File: src/sv/amd_pkg.sv
package amd_pkg;

	// Event commands
	localparam logic [1:0] CMD_PRESS   = 2'd0;
	localparam logic [1:0] CMD_RELEASE = 2'd1;
	localparam logic [1:0] CMD_POLL    = 2'd2;

	// Gap classes, also used as the resolved-gap level
	localparam logic [1:0] GAP_INTRA = 2'd0;
	localparam logic [1:0] GAP_CHAR  = 2'd1;
	localparam logic [1:0] GAP_WORD  = 2'd2;

	// Configuration register indexes
	localparam logic [1:0] REG_GLITCH_FLOOR = 2'd0;
	localparam logic [1:0] REG_DOT_FLOOR    = 2'd1;
	localparam logic [1:0] REG_DOT_CEILING  = 2'd2;

	// Reset values
	localparam logic [7:0] GLITCH_RESET    = 8'd12;
	localparam logic [9:0] DOT_FLOOR_RESET = 10'd20;
	localparam logic [9:0] DOT_CEIL_RESET  = 10'd500;
	localparam logic [9:0] DOT_RESET       = 10'd80;

	// Element code: leading one marks the length
	localparam logic [6:0] CODE_EMPTY = 7'h01;

	localparam logic [6:0] CHAR_UNKNOWN = 7'h3F;
	localparam logic [6:0] CHAR_SPACE   = 7'h20;

	typedef struct packed {
		logic [7:0] glitch_floor;
		logic [9:0] dot_floor;
		logic [9:0] dot_ceiling;
	} cfg_t;

	// Up to two result words caused by one event
	typedef struct packed {
		logic [1:0] count;
		logic [6:0] char0;
		logic [6:0] char1;
		logic [9:0] dot;
	} result_pair_t;

	// Leading-one element code to ASCII; unknown codes give '?'
	function automatic logic [6:0] glyph(input logic [6:0] code);
		logic [6:0] c;
		c = CHAR_UNKNOWN;
		if (!code[6]) begin
			unique case (code[5:0])
				6'd2:  c = 7'h45; // E
				6'd3:  c = 7'h54; // T
				6'd4:  c = 7'h49; // I
				6'd5:  c = 7'h41; // A
				6'd6:  c = 7'h4E; // N
				6'd7:  c = 7'h4D; // M
				6'd8:  c = 7'h53; // S
				6'd9:  c = 7'h55; // U
				6'd10: c = 7'h52; // R
				6'd11: c = 7'h57; // W
				6'd12: c = 7'h44; // D
				6'd13: c = 7'h4B; // K
				6'd14: c = 7'h47; // G
				6'd15: c = 7'h4F; // O
				6'd16: c = 7'h48; // H
				6'd17: c = 7'h56; // V
				6'd18: c = 7'h46; // F
				6'd20: c = 7'h4C; // L
				6'd22: c = 7'h50; // P
				6'd23: c = 7'h4A; // J
				6'd24: c = 7'h42; // B
				6'd25: c = 7'h58; // X
				6'd26: c = 7'h43; // C
				6'd27: c = 7'h59; // Y
				6'd28: c = 7'h5A; // Z
				6'd29: c = 7'h51; // Q
				6'd32: c = 7'h35; // 5
				6'd33: c = 7'h34; // 4
				6'd35: c = 7'h33; // 3
				6'd39: c = 7'h32; // 2
				6'd47: c = 7'h31; // 1
				6'd48: c = 7'h36; // 6
				6'd56: c = 7'h37; // 7
				6'd60: c = 7'h38; // 8
				6'd62: c = 7'h39; // 9
				6'd63: c = 7'h30; // 0
				default: c = CHAR_UNKNOWN;
			endcase
		end
		return c;
	endfunction

endpackage

File: src/sv/amd_event_if.sv
interface amd_event_if;
	logic        valid;
	logic        ready;
	logic [1:0]  cmd;
	logic [31:0] time_ms;

	modport source(output valid, cmd, time_ms, input ready);
	modport sink(input valid, cmd, time_ms, output ready);
endinterface

File: src/sv/amd_result_if.sv
interface amd_result_if;
	logic       valid;
	logic       ready;
	logic [6:0] char_code;
	logic       last;
	logic [9:0] dot_estimate;

	modport source(output valid, char_code, last, dot_estimate, input ready);
	modport sink(input valid, char_code, last, dot_estimate, output ready);
endinterface

File: src/sv/amd_decode_core.sv
module amd_decode_core
	import amd_pkg::*;
#(
	parameter int TIME_BITS = 32
) (
	input  logic                 clk,
	input  logic                 arst_n,
	input  logic                 fire,
	input  logic [1:0]           cmd,
	input  logic [TIME_BITS-1:0] now,
	input  cfg_t                 cfg,
	output result_pair_t         res
);

	logic [9:0]           dot_len_q;
	logic [6:0]           code_q;
	logic                 key_held_q;
	logic                 rel_pend_q;
	logic [TIME_BITS-1:0] mark_start_q;
	logic [TIME_BITS-1:0] rel_start_q;
	logic [1:0]           gap_level_q;

	logic [TIME_BITS-1:0] gap, mark;
	logic [TIME_BITS-1:0] dot2_w, dot5_w, glitch_w;
	logic                 gap_glitch, gap_le2, gap_le5;
	logic [1:0]           kind;
	logic                 jg_char, jg_space, jg_letter;
	logic [1:0]           jg_level;
	logic                 mark_ok, dash;
	logic signed [12:0]   diff, quarter, nxt;
	logic [9:0]           dot_new;
	logic                 do_judge;

	logic [9:0]           dot_len_d;
	logic [6:0]           code_d;
	logic                 key_held_d, rel_pend_d;
	logic [TIME_BITS-1:0] mark_start_d, rel_start_d;
	logic [1:0]           gap_level_d;

	// Elapsed times, wrapping at the timestamp width
	assign gap  = now - rel_start_q;
	assign mark = now - mark_start_q;

	assign dot2_w   = TIME_BITS'({dot_len_q, 1'b0});
	assign dot5_w   = TIME_BITS'({1'b0, dot_len_q, 2'b00}) + TIME_BITS'(dot_len_q);
	assign glitch_w = TIME_BITS'(cfg.glitch_floor);

	// Sort the gap
	assign gap_glitch = gap < glitch_w;
	assign gap_le2    = gap <= dot2_w;
	assign gap_le5    = gap <= dot5_w;
	assign kind       = gap_le2 ? GAP_INTRA : (gap_le5 ? GAP_CHAR : GAP_WORD);

	// Each gap level fires once per idle period
	always_comb begin
		jg_char  = (kind != GAP_INTRA) && (gap_level_q == GAP_INTRA);
		jg_letter = jg_char && (code_q != CODE_EMPTY);
		jg_level = jg_char ? GAP_CHAR : gap_level_q;
		jg_space = (kind == GAP_WORD) && (jg_level != GAP_WORD);
		if (jg_space)
			jg_level = GAP_WORD;
	end

	// Mark classification and dot estimate update
	assign mark_ok = mark >= glitch_w;
	assign dash    = mark > dot2_w;

	always_comb begin
		diff    = $signed({2'b00, mark[10:0]}) - $signed({3'b000, dot_len_q});
		quarter = diff[12] ? ((diff + 13'sd3) >>> 2) : (diff >>> 2);
		nxt     = $signed({3'b000, dot_len_q}) + quarter;
		if (nxt < $signed({3'b000, cfg.dot_floor}))
			nxt = $signed({3'b000, cfg.dot_floor});
		if (nxt > $signed({3'b000, cfg.dot_ceiling}))
			nxt = $signed({3'b000, cfg.dot_ceiling});
		dot_new = nxt[9:0];
	end

	// Next state per command
	always_comb begin
		dot_len_d    = dot_len_q;
		code_d       = code_q;
		key_held_d   = key_held_q;
		rel_pend_d   = rel_pend_q;
		mark_start_d = mark_start_q;
		rel_start_d  = rel_start_q;
		gap_level_d  = gap_level_q;
		do_judge     = 1'b0;
		case (cmd)
			CMD_PRESS: begin
				if (rel_pend_q && gap_glitch) begin
					rel_pend_d = 1'b0;
					key_held_d = 1'b1;
				end else begin
					do_judge     = rel_pend_q;
					if (jg_letter && rel_pend_q)
						code_d = CODE_EMPTY;
					rel_pend_d   = 1'b0;
					gap_level_d  = GAP_INTRA;
					mark_start_d = now;
					key_held_d   = 1'b1;
				end
			end
			CMD_RELEASE: begin
				if (mark_ok) begin
					if (!dash)
						dot_len_d = dot_new;
					if (!code_q[6])
						code_d = {code_q[5:0], dash};
					rel_start_d = now;
					rel_pend_d  = 1'b1;
					key_held_d  = 1'b0;
				end
			end
			CMD_POLL: begin
				if (rel_pend_q && !key_held_q) begin
					do_judge    = 1'b1;
					gap_level_d = jg_level;
					if (jg_letter)
						code_d = CODE_EMPTY;
				end
			end
			default: ;
		endcase
	end

	// Results: letter first, then space
	always_comb begin
		res.dot   = dot_len_q;
		res.char0 = jg_letter ? glyph(code_q) : CHAR_SPACE;
		res.char1 = CHAR_SPACE;
		res.count = 2'd0;
		if (do_judge)
			res.count = 2'({1'b0, jg_letter} + {1'b0, jg_space});
	end

	// Hold decoder state
	always_ff @(posedge clk or negedge arst_n) begin
		if (!arst_n) begin
			dot_len_q    <= DOT_RESET;
			code_q       <= CODE_EMPTY;
			key_held_q   <= 1'b0;
			rel_pend_q   <= 1'b0;
			mark_start_q <= '0;
			rel_start_q  <= '0;
			gap_level_q  <= GAP_WORD;
		end else if (fire) begin
			dot_len_q    <= dot_len_d;
			code_q       <= code_d;
			key_held_q   <= key_held_d;
			rel_pend_q   <= rel_pend_d;
			mark_start_q <= mark_start_d;
			rel_start_q  <= rel_start_d;
			gap_level_q  <= gap_level_d;
		end
	end

endmodule

File: src/sv/amd_result_buf.sv
module amd_result_buf
	import amd_pkg::*;
(
	input  logic                clk,
	input  logic                arst_n,
	input  logic                load,
	input  result_pair_t        pair,
	output logic                free,
	amd_result_if.source        res
);

	logic [1:0] rem_q;
	logic [6:0] char0_q;
	logic [6:0] char1_q;
	logic [9:0] dot_q;
	logic       pop;

	assign res.valid        = rem_q != 2'd0;
	assign res.char_code    = char0_q;
	assign res.last         = rem_q == 2'd1;
	assign res.dot_estimate = dot_q;

	assign pop  = res.valid && res.ready;
	// Room for a new pair once the final word leaves
	assign free = (rem_q == 2'd0) || ((rem_q == 2'd1) && res.ready);

	// Load a new pair or advance to the next word
	always_ff @(posedge clk or negedge arst_n) begin
		if (!arst_n) begin
			rem_q <= 2'd0;
		end else if (load) begin
			rem_q <= pair.count;
		end else if (pop) begin
			rem_q <= rem_q - 2'd1;
		end
	end

	always_ff @(posedge clk) begin
		if (load) begin
			char0_q <= pair.char0;
			char1_q <= pair.char1;
			dot_q   <= pair.dot;
		end else if (pop) begin
			char0_q <= char1_q;
		end
	end

endmodule

File: src/sv/adaptive_morse_decoder.sv
// Adaptive Morse decoder.
// evt carries key events: cmd (0 key pressed, 1 key released, 2 poll tick,
// 3 ignored) with a millisecond timestamp time_ms. res carries decoded
// characters: a letter, digit or '?' when a character gap is seen, and a
// space on a word gap, each with the dot estimate and a last flag that marks
// the final word caused by one event. A key-down or poll yields 0 to 2 words.
// The user must write settings via cfg_we/cfg_index/cfg_data only while
// idle (not enforced): 0 glitch floor, 1 dot floor, 2 dot ceiling.
// Timing: an event is registered on acceptance and then decoded by one pass
// of compare/add logic into a two-word result register, which offers the
// first word. One event is taken every cycle while res is ready and events
// give at most one word; an event that gives a letter and a space holds the
// result register until both words have left.
// When res is stalled, the registered event waits until the result register
// frees up, and evt.ready drops; nothing is lost.
// Reset clears the decoder to dot estimate 80 ms, an empty element code,
// key up and word gap resolved, and restores the register defaults.
module adaptive_morse_decoder
	import amd_pkg::*;
#(
	parameter int TIME_BITS = 32
) (
	input  logic         clk,
	input  logic         arst_n,
	input  logic         cfg_we,
	input  logic [1:0]   cfg_index,
	input  logic [9:0]   cfg_data,
	amd_event_if.sink    evt,
	amd_result_if.source res
);

	cfg_t                 cfg_q;
	logic                 valid_s1;
	logic [1:0]           cmd_s1;
	logic [TIME_BITS-1:0] time_s1;
	logic                 buf_free;
	logic                 fire;
	result_pair_t         pair;

	assign fire      = valid_s1 && buf_free;
	assign evt.ready = !valid_s1 || fire;

	// Settings registers
	always_ff @(posedge clk or negedge arst_n) begin
		if (!arst_n) begin
			cfg_q.glitch_floor <= GLITCH_RESET;
			cfg_q.dot_floor    <= DOT_FLOOR_RESET;
			cfg_q.dot_ceiling  <= DOT_CEIL_RESET;
		end else if (cfg_we) begin
			unique case (cfg_index)
				REG_GLITCH_FLOOR: cfg_q.glitch_floor <= cfg_data[7:0];
				REG_DOT_FLOOR:    cfg_q.dot_floor    <= cfg_data;
				REG_DOT_CEILING:  cfg_q.dot_ceiling  <= cfg_data;
				default: ;
			endcase
		end
	end

	// Input register: take an event whenever the stage is empty or moving on
	always_ff @(posedge clk or negedge arst_n) begin
		if (!arst_n) begin
			valid_s1 <= 1'b0;
		end else if (evt.valid && evt.ready) begin
			valid_s1 <= 1'b1;
		end else if (fire) begin
			valid_s1 <= 1'b0;
		end
	end

	always_ff @(posedge clk) begin
		if (evt.valid && evt.ready) begin
			cmd_s1  <= evt.cmd;
			time_s1 <= TIME_BITS'(evt.time_ms);
		end
	end

	amd_decode_core #(
		.TIME_BITS(TIME_BITS)
	) u_core (
		.clk    (clk),
		.arst_n (arst_n),
		.fire   (fire),
		.cmd    (cmd_s1),
		.now    (time_s1),
		.cfg    (cfg_q),
		.res    (pair)
	);

	amd_result_buf u_buf (
		.clk    (clk),
		.arst_n (arst_n),
		.load   (fire),
		.pair   (pair),
		.free   (buf_free),
		.res    (res)
	);

endmodule

File: src/flat_wrapper.sv
// flat-port wrapper written by rule: the top's interface ports become plain ports
module adaptive_morse_decoder_flat import amd_pkg::*;
#(
	parameter int TIME_BITS = 32
)
  (clk, arst_n, cfg_we, cfg_index, cfg_data, evt_valid, evt_cmd, evt_time_ms, evt_ready, res_valid, res_char_code, res_last, res_dot_estimate, res_ready);
  amd_event_if evt_i ();
  amd_result_if res_i ();
  input  logic clk;
  input  logic arst_n;
  input  logic cfg_we;
  input  logic [1:0] cfg_index;
  input  logic [9:0] cfg_data;
  input wire logic [$bits(evt_i.valid)-1:0] evt_valid;
  input wire logic [$bits(evt_i.cmd)-1:0] evt_cmd;
  input wire logic [$bits(evt_i.time_ms)-1:0] evt_time_ms;
  output wire logic [$bits(evt_i.ready)-1:0] evt_ready;
  output wire logic [$bits(res_i.valid)-1:0] res_valid;
  output wire logic [$bits(res_i.char_code)-1:0] res_char_code;
  output wire logic [$bits(res_i.last)-1:0] res_last;
  output wire logic [$bits(res_i.dot_estimate)-1:0] res_dot_estimate;
  input wire logic [$bits(res_i.ready)-1:0] res_ready;
  assign evt_i.valid = evt_valid;
  assign evt_i.cmd = evt_cmd;
  assign evt_i.time_ms = evt_time_ms;
  assign evt_ready = evt_i.ready;
  assign res_valid = res_i.valid;
  assign res_char_code = res_i.char_code;
  assign res_last = res_i.last;
  assign res_dot_estimate = res_i.dot_estimate;
  assign res_i.ready = res_ready;
  adaptive_morse_decoder #(.TIME_BITS(TIME_BITS)) u_core (.clk(clk), .arst_n(arst_n), .cfg_we(cfg_we), .cfg_index(cfg_index), .cfg_data(cfg_data), .evt(evt_i), .res(res_i));
endmodule
File: config.mk
export PLATFORM = sky130hd
export DESIGN_NAME = adaptive_morse_decoder_flat
export DESIGN_NICKNAME = d
export VERILOG_FILES = /design/src/sv/amd_pkg.sv /design/src/sv/amd_event_if.sv /design/src/sv/amd_result_if.sv /design/src/sv/amd_decode_core.sv /design/src/sv/amd_result_buf.sv /design/src/sv/adaptive_morse_decoder.sv /design/src/flat_wrapper.sv
export SDC_FILE = /design/constraint.sdc
export NUM_CORES = 1
export LEC_CHECK = 0
export BUFFER_PORTS_ARGS = -buffer_cell sky130_fd_sc_hd__buf_2
export CAP_MARGIN = 5
export CORE_ASPECT_RATIO = 1.1
export CORE_MARGIN = 3
export CORE_UTILIZATION = 57
export CTS_CLUSTER_DIAMETER = 40
export DETAILED_ROUTE_END_ITERATION = 8
export HOLD_SLACK_MARGIN = 0.1
export PLACE_DENSITY_LB_ADDON = 0.12
export SYNTH_ARGS = -nofsm -noshare
export SYNTH_HDL_FRONTEND = slang
export SYNTH_SLANG_ARGS = --single-unit
File: constraint.sdc
create_clock -name clk -period 9.09 [get_ports clk]
set_clock_uncertainty 0.2 [all_clocks]
set_input_delay 1.3635 -clock clk [delete_from_list [all_inputs] [get_ports clk]]
set_output_delay 1.3635 -clock clk [all_outputs]
set_load 0.005 [all_outputs]
After elaboration in Yosys (flattened, before gate mapping). Memories as Yosys holds them, arrays and structs flattened. Cells that the tools add are included. W data, S select, Z words.

Magnitude comparators: 7. Add/subtract/negate cells: 8. Equality and inequality tests: 14. Mux-type cells: 33. Bitwise logic cells: 2. Reduce and logical (&&, ||, !) cells: 35.

Operator list (number): $mux W7 (10); $sub A32 B32 Y32 (2); $ge A32 B8 Y1 (1); $gt A32 B11 Y1 (1); $le A32 B11 Y1 (1); $le A32 B13 Y1 (1); $lt A32 B8 Y1 (1); $mux W13 (2); $pmux W7 S3 (1); $mux W2 (9); $ne A2 B2 Y1 const B (7); $add A11 B13 Y13 (1); $add A12 B10 Y13 (1); $add A12 B3 Y13 const B (1); $gt A13 B11 Y1 (1); $lt A13 B11 Y1 (1); $reduce_bool A2 Y1 (6); $sub A11 B10 Y12 (1); $logic_and A1 B1 Y1 (10); $mux W10 (1); $reduce_and A3 Y1 (3); $logic_not A2 Y1 (4); $reduce_and A4 Y1 (2); $reduce_and A8 Y1 (1); 14 further kinds (30).

Flip-flop bits (word level): 167. Memories: 1. ROM bits: 448. Bits of input ports: 51. Output and inout port bits: 20. Word-level logic and storage cells: 117.

Memory list: (no name shown) (depth 64, bits a word 7, read ports 1, clocked after Yosys merged registers in 0, write ports 0, RTL line amd_pkg.sv:49) `unique case (code[5:0])`.

Depth between registers and ports, before layout. Gate-level depths: netlist (run 1).

Word-level depth: 12. Depth in mapped cells: 45. Gate-level depth less buffers: 43.

Modules after synthesis. From an unflattened synthesis (run 1), not the netlist that was laid out.

Cell total of the unflattened synthesis: 1542. Area, all modules: 14596.5 µm².

Modules (own cells, without submodules): amd_decode_core (area an instance 11487.3 µm², sequential area each 2132.0 µm², cells an instance 1392, times used 1); adaptive_morse_decoder (area an instance 2148.3 µm², sequential area each 1759.2 µm², cells an instance 100, times used 1); amd_result_buf (area an instance 960.9 µm², sequential area each 770.7 µm², cells an instance 50, times used 1).

Worst setup path before layout (run 1). OpenSTA, ideal clock, no wires.

Kind: reg-to-reg. From: reg u_core.time_s1[0]. To: reg u_core.u_core.dot_len_q[0]. Required time: 8.765 ns. Stages on the path, launching flop included: 46. Arrival: 8.401 ns. Clock period less this slack: 8.726 ns. Slack: 0.364 ns. Library setup time: 0.125 ns. Buffers on the path: 2. Cells stage by stage: edfxtp_1 -> inv_1 -> ha_1 -> inv_1 -> fa_1 -> a21o_1 -> a221oi_2 -> nor2_1 -> nor2_1 -> xnor2_1 -> ha_1 -> o21ai_0 -> a21oi_1 -> or3_4 -> nand2b_1 -> or3_1 -> xnor2_1 -> ha_1 -> [10 not listed] -> nand2b_1 -> a211oi_1 -> ha_1 -> buf_1 -> mux2_2 -> ha_1 -> nor2b_1 -> o21a_1 -> o21a_1 -> o21ai_0 -> a21oi_1 -> o31ai_1 -> a21oi_1 -> nand2b_1 -> a21boi_2 -> buf_6 -> mux2i_1 -> mux2_2.

Word-level cells in the longest chain between the ends: 9. Elaborated cells between the ends (all ways): 13. Those cells by class: 4 x add/sub; 4 x order compare; 3 x mux; 1 x bitwise; 1 x reduce/logical.

RTL lines: start: declaration (RTL line adaptive_morse_decoder.sv:35) `logic [TIME_BITS-1:0] time_s1;`; start signal: assignment (RTL line adaptive_morse_decoder.sv:73) `time_s1 <= TIME_BITS'(evt.time_ms);`; $sub A32 B32 Y32 * (RTL line amd_decode_core.sv:42) `assign mark = now - mark_start_q;`; $sub A11 B10 Y12 (RTL line amd_decode_core.sv:69) `diff = $signed({2'b00, mark[10:0]}) - $signed({3'b000, dot_len_q});`; $add A12 B3 Y13 (RTL line amd_decode_core.sv:70) `quarter = diff[12] ? ((diff + 13'sd3) >>> 2) : (diff >>> 2);`; $mux W13 (RTL line amd_decode_core.sv:70); $add A11 B13 Y13 (RTL line amd_decode_core.sv:71) `nxt = $signed({3'b000, dot_len_q}) + quarter;`; $lt A13 B11 Y1 (RTL line amd_decode_core.sv:72) `if (nxt < $signed({3'b000, cfg.dot_floor}))`; $mux W13 (RTL line amd_decode_core.sv:72); $gt A13 B11 Y1 (RTL line amd_decode_core.sv:74) `if (nxt > $signed({3'b000, cfg.dot_ceiling}))`; $mux W10 (RTL line amd_decode_core.sv:74); end signal: assignment (RTL line amd_decode_core.sv:148) `dot_len_q <= dot_len_d;`; end: declaration (RTL line amd_decode_core.sv:15) `logic [9:0] dot_len_q;`.

Mark *: on every way between the ends. The rest lies on a longest branch, timed or not. A chain may end at the register's enable or synchronous reset.

Worst setup path after layout (run 1). Ends and elaborated chain as after synthesis.

==> results of run 1 <==
[through the flow]
step           instance area, sq um  std cells  setup TNS, ps  utilization
3_3_place_gp                  14560       1872              0       0.6104
4_1_cts                       15100       1904              0       0.6334
3_5_place_dp                  14560       1872         -41.72       0.6104
5_1_grt                       15460       1922          -1999       0.6486
2_1_floorplan                 13940       1533              0            -
6_report                      15460       1922              0       0.6486
[path summary, 6_finish.rpt]
check	start	endpoint	slack, ps
max	u_core.time_s1[0]	u_core.u_core.dot_len_q[0]	260
min	u_core.u_core.mark_start_q[11]	u_core.u_core.mark_start_q[11]	310
max reg2reg	u_core.time_s1[0]	u_core.u_core.dot_len_q[0]	260
min reg2reg	u_core.u_core.mark_start_q[11]	u_core.u_core.mark_start_q[11]	310
max in group asynchronous	arst_n	u_core.u_core.mark_start_q[25]	6640
min in group asynchronous	arst_n	u_core.cfg_q[0]	760
[layer usage]
metal,vias to the layer above,routed length (microns)
li1,5744,-
met1,5656,16290
met2,292,16740
met3,42,1418
met4,0,599
met5,-,0
[sequential cells by signal, indices dropped and copies added, names as in the netlist]
| register | count |
|---|---|
| u_core.u_core.code_q | 7 |
| u_core.u_core.gap_level_q | 2 |
| u_core.u_buf.res.char_code | 7 |
| u_core.u_buf.rem_q | 2 |
| u_core.cmd_s1 | 2 |
| u_core.u_core.key_held_q | 1 |
| u_core.cfg_q | 28 |
| u_core.u_core.rel_start_q | 32 |
| u_core.u_buf.res.dot_estimate | 10 |
| u_core.valid_s1 | 1 |
| u_core.u_core.dot_len_q | 10 |
| u_core.u_core.rel_pend_q | 1 |
| u_core.time_s1 | 32 |
| u_core.u_core.mark_start_q | 32 |
[synthesized netlist by cell type (all sizes together) (6+ instances only)]
cell type and number:
o21bai 9, ha 167, a211o 6, nand2b 17, nand3 29, a31oi 11
dfrtp 102, buf 11, dfstp 14, xor2 25, o21a 29, mux2 67
o31ai 9, nor4 7, a211oi 15, o2bb2ai 8, a21o 37, a311oi 6
a21oi 111, inv 148, or3 15, o22ai 9, o21ai 128, clkbuf 36
edfxtp 51, or2 6, a311o 6, nor3 38, a31o 7, xnor2 38
nor2b 20, and3 7, nor2 88, mux2i 19, nand4 19, nand2 118
o211ai 11
[cell type report]
| type | instances | area share |
|---|---|---|
| multi-input cells | 1170 | 0.5779 |
| flip-flops and latches | 167 | 0.2879 |
| well taps | 305 | 0.02468 |
| repair buffers | 99 | 0.03908 |
| clock buffers | 19 | 0.02799 |
| inverters | 149 | 0.03617 |
| clock inverters | 13 | 0.006311 |
[worst max-delay path: cells and delay by family (launching register included)]
family                     cells  cell delay, ps
AOI/OAI and AO/OA             17            3040
and+or+nand+nor                9            1800
adders and majority gates      6            1700
muxes                          4             970
DFF                            1             420
buffers and inverters          3             300
xor gates and xnor gates       2             290
[repair_timing]
item / in CTS / in global routing
buffers inserted: 0 / 17
gates resized for setup: 3 / 52
setup endpoints to repair: 9 / 10
cloned: 0 / 1
pin swaps: 0 / 35
hold buffers: 0 / 0
[cell families (layout without fill, tap and decap cells)]
logic type / after synthesis / count (layout) / share of synthesized area
muxes: 86 / 86 / 0.07583
xor gates and xnor gates: 63 / 63 / 0.03957
and+or+nand+nor: 391 / 391 / 0.1372
DFF: 167 / 167 / 0.3193
adders and majority gates: 172 / 172 / 0.1570
buffers and inverters: 196 / 280 / 0.05662
AOI/OAI and AO/OA: 458 / 458 / 0.2145
==> flow_metrics.py, run 1 <==
metrics = {
    "clocking": {
        "clkTransAtPathRegs_ps": 70,
        "cts_buffer_depth": 2,
        "cts-root-buf": "clkbuf_16",
        "cts_buffers": 17,
        "cts_tree": "yes",
        "cts_sinks": 167,
        "cts.htree.levels": 4,
        "clk-insertion-delay-late_ps": 430,
    },
    "drt": {
        "avgViaCountPerCell": 6.105,
        "vias": 11730,
        "wire_per_inst_microns": 18.23,
        "drtIter0Drc": 781,
        "dr.pass1.iters": 5,
        "drc": 0,
        "ant_nets": 0,
        "drt-total-wl_microns": 35050,
    },
    "run": {
        "drv_cap": 0,
    },
    "placed_design": {
        "dp_hpwl_microns": 26440,
        "finalWeightedCongestion": 0.9258,
        "preCtsSetupSlack_ps": -41.72,
        "port_buffers": 70,
    },
    "timing": {
        "maxSlewViolCount": 0,
        "fmax_ghz": 0.1132,
        "final-hold-violation-count": 0,
        "post-route-min-period_ps": 8831,
        "whs_ps": 309.4,
        "slew_headroom": 0.3380,
        "rsz0062_at_grt": "yes",
        "fin_crit_sh": 0.9715,
        "worstMarginPinSlew_ps": 985.4,
        "setup_violations": 0,
        "setup_ws_ps": 258.7,
    },
    "logic_synthesis": {
        "synth.area.top_cells": "dfrtp_1, ha_1, edfxtp_1",
        "synth_edf_count": 51,
        "synth_nets": 1756,
        "synthArstFlopShare": 0.6946,
        "synth_seq_area_share": 0.3193,
        "synth-main-ff-cell": "dfrtp_1",
        "syn_area_per_cell_sq_um": 9.095,
        "synth_top_area_share": 0.1831,
        "synth_area_leader_cell": "dfrtp_1",
        "synthCells": 1533,
        "mappedNetlistArea_sq_um": 13940,
        "synth_cell_type_count": 87,
        "synth_warnings": 0,
        "ys_ff_latch": 167,
    },
    "final_layout": {
        "antenna_cells": 0,
        "fin_nets": 1827,
        "final.fill_count": 2007,
        "regArea_sq_um": 4452,
        "multiInputGateArea_sq_um": 8937,
        "final_common_cell": "ha_1",
        "syn2layout_area_growth_pct": 10.91,
        "final_cell_mix": "ha_1, inv_1, nand2_1",
        "layout-drive-gt1-share": 0.1682,
    },
    "critical_path": {
        "cp-end-kind": "flop",
        "crit_path_top_delay_cell": "or3_4",
        "cp-start-kind": "flop",
        "max_stage_delay_ps": 430,
        "cp_max_fo": 5,
        "r2r_cells": 41,
        "cp.required_ps": 9210,
        "worstPathArrival_ps": 8960,
        "crit_type": "flop to flop",
    },
    "floorplanning": {
        "die_w_microns": 155.1,
        "initial_utilization": 0.5848,
        "die_y_microns": 170.0,
        "rows": 59,
        "coreArea_sq_um": 23840,
        "dieArea_sq_um": 26380,
        "ios": 71,
    },
    "global_route": {
        "grt_max_degree": 66,
        "grt_antenna_before_repair": 0,
        "first_global_vias": 11090,
        "grt_pass1_wl_microns": 56300,
        "top_usage_layer": "met2",
        "grt_use_total": 0.2610,
        "grtUsageMet1": 0.3637,
        "use_met3": 0.02594,
        "grt.overflow.total": 0,
        "grtUsageMet2": 0.4377,
    },
    "min_path": {
        "hold_depth": 1,
        "hold_class": "flop to flop",
    },
    "outcome": {
        "status": "finished clean",
    },
}
Power of run 1 is left out: the tool's default activity adds up to more than one toggle a clock period on the data nets, which glitch-free logic cannot reach.
==> inputs of run 2 (changes only) <==
--- a/config.mk
+++ b/config.mk
@@ -5,13 +5,14 @@
 export SDC_FILE = /design/constraint.sdc
 export NUM_CORES = 1
 export LEC_CHECK = 0
-export BUFFER_PORTS_ARGS = -buffer_cell sky130_fd_sc_hd__buf_2
+export ABC_AREA = 1
 export CAP_MARGIN = 5
 export CORE_ASPECT_RATIO = 1.1
 export CORE_MARGIN = 3
-export CORE_UTILIZATION = 57
+export CORE_UTILIZATION = 65
 export CTS_CLUSTER_DIAMETER = 40
 export DETAILED_ROUTE_END_ITERATION = 8
+export DONT_BUFFER_PORTS = 1
 export HOLD_SLACK_MARGIN = 0.1
 export PLACE_DENSITY_LB_ADDON = 0.12
 export SYNTH_ARGS = -nofsm -noshare
==> constraint.sdc (replaced) <==
create_clock -name clk -period 10 [get_ports clk]
set_clock_uncertainty 0.2 [all_clocks]
set_input_delay 1.5 -clock clk [delete_from_list [all_inputs] [get_ports clk]]
set_output_delay 1.5 -clock clk [all_outputs]
set_load 0.005 [all_outputs]
==> run 2 against run 1 <==
Effect of this change: synthesized cell count is 42% higher; hold slack worse by 22 ps; first-iteration DRC count increased by 17%; cell count increased by 29%.
==> flow_metrics.py, run 2 <==
metrics = {
    "outcome": {
        "status": "finished clean",
    },
    "final_layout": {
        "final_common_cell": "nand2_1",
        "biggestRegsByFlops": "u_core.time_s1: 32 flops, u_core.u_core.mark_start_q: 32 flops, u_core.u_core.rel_start_q: 32 flops",
        "antenna_cells": 0,
        "layout-drive-gt1-share": 0.07798,
        "stdcell_count": 2480,
        "final_cell_mix": "nand2_1, inv_1, ha_1",
        "fin_nets": 2390,
        "syn2layout_area_growth_pct": 5.160,
    },
    "placed_design": {
        "dp_hpwl_microns": 32680,
        "port_buffers": 0,
        "finalWeightedCongestion": 1.088,
        "dp.cells": 2448,
    },
    "critical_path": {
        "path_common_cell": "nand2_1",
        "crit_path_top_delay_cell": "fa_1",
        "worstPathArrival_ps": 9340,
        "crit_type": "flop to flop",
        "max_stage_delay_ps": 390,
        "cp-end-kind": "flop",
        "cp_max_fo": 13,
        "cp.required_ps": 10180,
        "cp-start-kind": "flop",
    },
    "min_path": {
        "hold_class": "flop to flop",
    },
    "clocking": {
        "clkTransAtPathRegs_ps": 70,
        "clk-insertion-delay-late_ps": 450,
        "cts_tree": "yes",
        "cts_sinks": 167,
        "cts-root-buf": "clkbuf_16",
        "cts_buffer_depth": 2,
        "cts.htree.levels": 4,
        "cts_setup_buffers": 0,
        "cts_buffers": 17,
    },
    "global_route": {
        "grt_pass1_wl_microns": 66970,
        "grt.overflow.total": 0,
        "grt_use_total": 0.3226,
        "grt_max_degree": 117,
        "first_global_vias": 13720,
        "grt_antenna_before_repair": 0,
    },
    "timing": {
        "final-hold-violation-count": 0,
        "whs_ps": 287.3,
        "timing.setup.tns_ps": 0,
        "slew_headroom": 0.3904,
        "post-route-min-period_ps": 9155,
        "worstMarginPinSlew_ps": 911.0,
        "setup_violations": 0,
        "maxSlewViolCount": 0,
        "fin_crit_sh": 0.9155,
        "fmax_ghz": 0.1092,
    },
    "floorplanning": {
        "die_w_microns": 151.8,
        "coreArea_sq_um": 22930,
        "initial_utilization": 0.6630,
        "ios": 71,
        "dieArea_sq_um": 25260,
        "die_y_microns": 166.4,
        "rows": 58,
    },
    "logic_synthesis": {
        "yosysMostFrequentCell": "nand2_1",
        "synth_edf_count": 51,
        "synth_area_leader_cell": "dfrtp_1",
        "synth_top_area_share": 0.1679,
        "synthCells": 2174,
        "synth_nets": 2397,
        "synthTopCellsByCount": "nand2_1, inv_1, ha_1",
        "ys_ff_latch": 167,
        "synth_cell_type_count": 53,
        "mappedNetlistArea_sq_um": 15200,
        "synth_seq_area_share": 0.2928,
        "syn_area_per_cell_sq_um": 6.993,
        "synth.area.top_cells": "dfrtp_1, nand2_1, ha_1",
        "synth-main-ff-cell": "dfrtp_1",
        "synth_warnings": 0,
        "synthArstFlopShare": 0.6946,
    },
    "drt": {
        "drtIter0Drc": 915,
        "drt-total-wl_microns": 40930,
        "avgViaCountPerCell": 5.675,
        "vias": 14070,
        "dr.pass1.iters": 5,
        "wire_per_inst_microns": 16.50,
        "drc": 0,
        "ant_nets": 0,
    },
    "run": {
        "drv_cap": 0,
    },
}
run 2: worst paths after layout:
| kind | startpoint | end | slack, ps | cells after the start |
|---|---|---|---|---|
| setup / recovery | u_core.time_s1[0] | u_core.u_core.dot_len_q[7] | 840 | 57 |
| hold / removal | u_core.u_core.rel_start_q[2] | u_core.u_core.rel_start_q[2] | 290 | 2 |
| setup reg to reg | u_core.time_s1[0] | u_core.u_core.dot_len_q[7] | 840 | 57 |
| hold reg to reg | u_core.u_core.rel_start_q[2] | u_core.u_core.rel_start_q[2] | 290 | 2 |
| max in group asynchronous | arst_n | u_core.u_core.code_q[0] | 8740 | 0 |
| min in group asynchronous | arst_n | u_core.cfg_q[16] | 540 | 0 |
run 2: per-layer routing:
metal | wire length, microns | track usage | up-vias
li1 | - | - | 6930
met1 | 16760 | 0.3930 | 6499
met2 | 20060 | 0.5615 | 504
met3 | 2027 | 0.04014 | 140
met4 | 2090 | 0.1654 | 0
met5 | 0 | 0 | -
run 2: area by class of cell:
class / count / area, sq um
multi-input combinational: 1567 / 9022
fill: 2032 / 6944
sequential: 167 / 4452
inverter: 411 / 1543
clock buffer: 19 / 464.2
tap: 300 / 375.4
clock inverter: 13 / 108.9
timing repair buffer: 3 / 22.52
run 2: stage by stage:
stage	util	setup WS, ps	area, sq um
2_1_floorplan	-	1873	15200
3_3_place_gp	0.6718	1251	15400
3_5_place_dp	0.6718	732.8	15400
4_1_cts	0.6967	652.6	15980
5_1_grt	0.6972	-3.859	15990
6_report	0.6972	845.0	15990
run 2: worst max-delay path: cells and delay by family (launching register included):
kind,cells,cell delay (ps)
compound gates,17,2810
xor+xnor,2,410
fa+ha+maj,7,2160
buf+inv,8,670
flops,1,360
simple gates,23,2500
run 2: logic make-up after synthesis:
group | share of synthesized area
adder cells (fa/ha/maj) | 0.1440
buffers and inverters | 0.1147
AND/OR/NAND/NOR | 0.2835
AO/OA/AOI/OAI | 0.1321
flip-flops | 0.2928
XOR/XNOR | 0.03284
run 2: what timing repair did:
| action | 4_1_cts | 5_1_grt |
|---|---|---|
| hold buffers | 0 | 0 |
| gates resized for setup | 0 | 3 |
| setup endpoints to repair | 0 | 10 |
Power of run 2 is left out for the same reason.
